`src/design/assert_macros.svh`:
```
// Assertion macros shared by the matrix inverse RTL.
// Needs nothing else; include inside a module body.
`ifndef ASSERT_MACROS_SVH
`define ASSERT_MACROS_SVH

// Same-cycle implication, checked out of reset.
`define M3I_ASSERT_IMP(lbl, clk, rst_n, a, b) \
  lbl: assert property (@(posedge clk) disable iff (!rst_n) (a) |-> (b)) \
    else $error("assertion failed");

// Next-cycle implication, checked out of reset.
`define M3I_ASSERT_NXT(lbl, clk, rst_n, a, b) \
  lbl: assert property (@(posedge clk) disable iff (!rst_n) (a) |=> (b)) \
    else $error("assertion failed");

`endif

```
`src/design/m3i_pkg.sv`:
```
// Types and width constants for the 3x3 matrix inverse.
// No dependencies.
`default_nettype none
package m3i_pkg;
  localparam int DATA_W = 32;
  localparam int FRAC_W = 16;
  localparam int NEL    = 9;
  localparam int PROD_W = 2 * DATA_W;
  localparam int ADJ_W  = PROD_W + 1;
  localparam int LO_W   = DATA_W + 1;           // low slice of adj for split multiply
  localparam int PL_W   = DATA_W + LO_W + 1;
  localparam int DET_W  = DATA_W + ADJ_W + 2;   // sum of three terms
  localparam int NUM_W  = ADJ_W + 2 * FRAC_W;
  localparam int CMP_W  = (NUM_W > DET_W + DATA_W) ? NUM_W : DET_W + DATA_W;
  localparam int QD     = 4;
  localparam int QA_W   = $clog2(QD);

  typedef logic signed [DATA_W-1:0] data_t;
  typedef logic signed [PROD_W-1:0] prod_t;
  typedef logic signed [ADJ_W-1:0]  adj_t;
  typedef logic signed [PL_W-1:0]   pl_t;
  typedef logic signed [DET_W-1:0]  det_t;
  typedef logic [DET_W-1:0]         mag_t;
  typedef logic [NUM_W-1:0]         num_t;

  typedef struct packed {
    num_t [NEL-1:0]   num;
    logic [NEL-1:0]   neg;
    logic [NEL-1:0]   ovf;
    mag_t             dmag;
    logic             singular;
  } qent_t;

  typedef struct packed {
    logic [NEL-1:0] neg;
    logic [NEL-1:0] ovf;
    logic           singular;
  } meta_t;
endpackage
`default_nettype wire

```
`src/design/m3i_fifo.sv`:
```
// Short queue between front and back halves.
// Depends on m3i_pkg and assert_macros.svh.
`default_nettype none
module m3i_fifo (
  input  wire logic           clk,
  input  wire logic           rst_n,
  input  wire logic           push,
  input  wire m3i_pkg::qent_t push_data,
  input  wire logic           pop,
  output m3i_pkg::qent_t      head,
  output logic                full,
  output logic                empty
);
  import m3i_pkg::*;
  `include "assert_macros.svh"

  qent_t mem_r [QD];
  logic [QA_W-1:0] wp_r, rp_r;
  logic [QA_W:0]   cnt_r;

  assign full  = (cnt_r == (QA_W+1)'(QD));
  assign empty = (cnt_r == '0);
  assign head  = mem_r[rp_r];

  always_ff @(posedge clk) begin
    if (!rst_n) begin
      wp_r  <= '0;
      rp_r  <= '0;
      cnt_r <= '0;
    end else begin
      if (push) wp_r <= wp_r + 1'b1;
      if (pop)  rp_r <= rp_r + 1'b1;
      cnt_r <= cnt_r + (QA_W+1)'(push) - (QA_W+1)'(pop);
    end
  end

  always_ff @(posedge clk) begin
    if (push) mem_r[wp_r] <= push_data;
  end

  `M3I_ASSERT_IMP(a_no_overrun, clk, rst_n, push, !full)
  `M3I_ASSERT_IMP(a_no_underrun, clk, rst_n, pop, !empty)
  `M3I_ASSERT_NXT(a_cnt_bound, clk, rst_n, 1'b1, cnt_r <= (QA_W+1)'(QD))
endmodule
`default_nettype wire

```
`config.mk`:
```
export PLATFORM = sky130hd
export DESIGN_NAME = m3i_fifo
export DESIGN_NICKNAME = d
export VERILOG_FILES = /design/src/design/m3i_pkg.sv /design/src/design/m3i_fifo.sv
export VERILOG_INCLUDE_DIRS = /design/src /design/src/design
export SDC_FILE = /design/constraint.sdc
export NUM_CORES = 2
export LEC_CHECK = 0
export ABC_AREA = 0
export BUFFER_PORTS_ARGS = -buffer_cell sky130_fd_sc_hd__buf_2
export CAP_MARGIN = 20
export CORE_AREA = 3 3 780 782
export DETAILED_ROUTE_END_ITERATION = 10
export DIE_AREA = 0 0 783 785
export PLACE_DENSITY_LB_ADDON = 0.1
export SKIP_LAST_GASP = 1
export SLEW_MARGIN = 15
export SYNTH_ARGS = -nofsm -noshare
export SYNTH_HDL_FRONTEND = slang
export SYNTH_SLANG_ARGS = --single-unit
```
`constraint.sdc`:
```
create_clock -name clk -period 36.2 [get_ports clk]
set_clock_uncertainty 0.1 [all_clocks]
set_input_delay 9.05 -clock clk [delete_from_list [all_inputs] [get_ports clk]]
set_output_delay 9.05 -clock clk [all_outputs]
set_load 0.03 [all_outputs]
```
==> qor.csv <==
stage,metric,value,unit
clock_network,Worst-Skew Late Latency,1.00,ns
worst_setup_path,register-to-register setup slack,30.74,ns
sta,fmax,62.1,MHz
clock_network,H-tree Lvls,5,
clock_network,post_cts resized,0,
clock_network,clock-pin transition on the worst setup and hold timing paths,0.05,ns
sta,Total Neg Setup Slack,0,ns
logic_synthesis,"Avg Cell Area, Syn",27.7,µm²
power_and_ir_drop,power density of the placed cells,62.9,nW/µm²
worst_setup_path,worst path cell trace,buf_4 > buf_4 > buf_4 > buf_4 > buf_4 > mux4_2 > buf_2,
worst_setup_path,slowest cell delay on critical path,0.92,ns
routing,vias post-DR,68500,
die,core box area,602000,µm²
sta,minimum clock period,16.10,ns
die,I/O Pins,1988,
die,die height,785,µm
place,gp weighted congestion,0.787,
logic_synthesis,Yosys reg bits,3973,
routing,drt via density,4.25,
routing,WL per Instance,31.9,µm
place,Cells after DPL,15100,
routing,DR pass1 iterations,5,
logic_synthesis,"area leader, netlist",edfxtp_1,
logic_synthesis,adder-cell share of the synthesized area,0.000658,
power_and_ir_drop,Max IR drop VDD,0.0429,mV
logic_synthesis,Syn Inst Count,5218,
flow_run,MaxCap Viol Count,0,
clock_network,Root Driver,clkbuf_16,
die,Die ar.,615000,µm²
logic_synthesis,Netlist cell types,20,
finish,# fillers,59100,
logic_synthesis,post-synthesis mux area share,0.154,
die,row cnt,285,
die,die width,783,µm
logic_synthesis,Post-Synth XOR/XNOR Area,0.000286,
sta,RSZ-0062 raised after global routing,no,
status,outcome,"complete, no violations",
finish,area delta synth->final,23.0,%
routing,WL final,513000,µm
die,Initial Util,0.240,
clock_network,CTS tree,built,
worst_hold_path,Hold Crit Class,register to register,
power_and_ir_drop,P_leak,57.5,nW
sta,Slew headroom,0.168,
clock_network,Sink Count,3973,
logic_synthesis,Yosys warning total,0,
worst_setup_path,WP data required,27.05,ns
worst_setup_path,crit-path max FO,44,
worst_setup_path,"Arr. time, crit path",6.95,ns
global_route,initial antenna violation count,541,
clock_network,CTS max path bufs,4,
place,IO buf count,1987,
logic_synthesis,top-area cell type share of the netlist area,0.824,
logic_synthesis,Syn Nets,6220,
global_route,largest net degree at the start of global routing,131,
sta,Hold Fails Final Rpt,0,
worst_setup_path,cell family with most CP delay,buffers and inverters,
finish,fin nets,8554,
logic_synthesis,largest family of logic cells by synthesized area,multiplexers,
logic_synthesis,sequential cell area fraction in the yosys report,0.825,
worst_setup_path,Crit path top cell by count,buf_4,
worst_setup_path,CP endpoint kind,primary output,
logic_synthesis,"Cell Area, Synth",145000,µm²
global_route,vias in the first global route,71600,
logic_synthesis,Synth Area in Simple Gates,0.000519,
global_route,first-pass GRT wire length,676000,µm
finish,fin cells,16100,
routing,residual DRC count,0,
routing,drt first-iter violations,4657,
logic_synthesis,Synth area leaders,"edfxtp_1, mux4_2, buf_12, buf_2, dfxtp_1",
finish,share of cells above drive strength 1,0.467,
global_route,GRT Util Overall,0.161,
place,Post-DP HPWL,362000,µm
sta,Setup-failing EPs final,0,
worst_setup_path,crit path launch type,register,
sta,max-slew violations,0,
sta,crit share post-route,0.445,
worst_setup_path,Buffers & Inverters on Critical Path,6,
clock_network,hold_buf cts,0,
clock_network,Post-CTS Setup Inserts,0,
logic_synthesis,Synth Area in Compound Gates,0.000104,
clock_network,cts bufs inserted,457,
worst_setup_path,CP max stage cell,dfxtp_4,
sta,worst slew pin tran,1.25,ns
worst_setup_path,Crit Path Category,register to primary output,
global_route,gr ovfl total,0,
routing,post-route ant nets,0,
==> through the flow <==
step | util | power (mW) | hold WS, ns | setup slack (ns) | instance area [µm²]
final | 0.295 | 11.2 | 0.429 | 20.10 | 178000
after global routing | 0.295 | 11.6 | 0.476 | 19.19 | 178000
after CTS | 0.295 | 11.4 | 0.437 | 19.53 | 177000
after detailed placement | 0.271 | 6.86 | 0.424 | 20.69 | 163000
after global placement | 0.271 | 6.84 | 0.414 | 20.71 | 163000
after floorplan | - | 6.49 | 0.399 | 3.39 | 145000
==> layer usage <==
metal | global-route usage | part of all wire
met1 | 0.166 | 0.34
met2 | 0.294 | 0.53
met3 | 0.0701 | 0.097
met4 | 0.0514 | 0.037
met5 | 0 | 0.0024
==> path summary, 6_finish.rpt <==
check                               from           end  cells after the start
worst min register to register   rp_r[1]      register                      2
worst min-delay path             rp_r[1]      register                      2
worst max-delay path            register     head[751]                      7
worst max register to register   wp_r[0]  mem_r[2][84]                      8
==> cells in the final DEF, fill, tap and decap left out, types with 3 or more instances in the layout <==
cell type / synthesis / routed
and2_4: 0 / 4
buf_12: 109 / 18
buf_2: 100 / 1987
buf_4: 0 / 90
bufinv_16: 0 / 34
clkbuf_1: 10 / 126
clkbuf_16: 0 / 463
clkinv_1: 0 / 104
clkinv_16: 0 / 15
clkinv_2: 0 / 75
clkinv_4: 0 / 4
clkinvlp_4: 0 / 8
dfxtp_1: 9 / 7
diode_2: 0 / 146
edfxtp_1: 3964 / 3964
ha_1: 6 / 6
inv_1: 7 / 7
inv_16: 0 / 3
mux4_2: 991 / 991
nor2_1: 5 / 5
==> tightest hold or removal path, delay by kind of cell, from the launching register on <==
kind / cells / cell delay, ns
AND/OR/NAND/NOR: 1 / 0.10
AO/OA/AOI/OAI: 1 / 0.07
flip-flops: 1 / 0.31
==> synth_stat cells <==
library cell,n
fa_1,1
xor3_1,1
nor3_1,1
clkbuf_1,10
inv_1,7
edfxtp_1,3964
mux4_2,991
a21oi_1,1
nor2_1,5
nand3b_1,1
buf_2,100
buf_6,1
xnor2_1,2
and2_1,6
dfxtp_1,9
mux2i_1,1
buf_12,109
a21bo_2,1
ha_1,6
and3_1,1
==> layout make-up <==
class | count | area [µm²] | area share
Sequential cell | 3973 | 119000 | 0.671
Timing Repair Buffer | 2095 | 11000 | 0.0618
Clock inverter | 247 | 2440 | 0.0137
Tap cell | 8036 | 10100 | 0.0566
Inverter | 7 | 26.3 | 0.000148
Clock buffer | 589 | 12100 | 0.0679
Antenna cell | 146 | 365 | 0.00206
Multi-Input combinational cell | 1018 | 22600 | 0.127
==> where the power goes <==
group          switching (mW)  leakage [nW]  internal (mW)  total [mW]
combinational           0.961          14.0          0.405        1.37
sequential             0.0432          36.5           5.30        5.34
clock                    1.89          7.03           2.59        4.47
==> sequential cells by signal (all words and copies together), names as in the netlist, named ones only <==
register / count
wp_r: 2
cnt_r: 3
rp_r: 2
mem_r: 3964
==> logic make-up after synthesis <==
| kind of cell | after synthesis |
|---|---|
| AO/OA/AOI/OAI | 2 |
| buffers and inverters | 227 |
| multiplexers | 992 |
| adder cells (fa/ha/maj) | 7 |
| flip-flops | 3973 |
| AND/OR/NAND/NOR | 14 |
| XOR/XNOR | 3 |
Note: power is estimated with default switching activity, not from simulation.
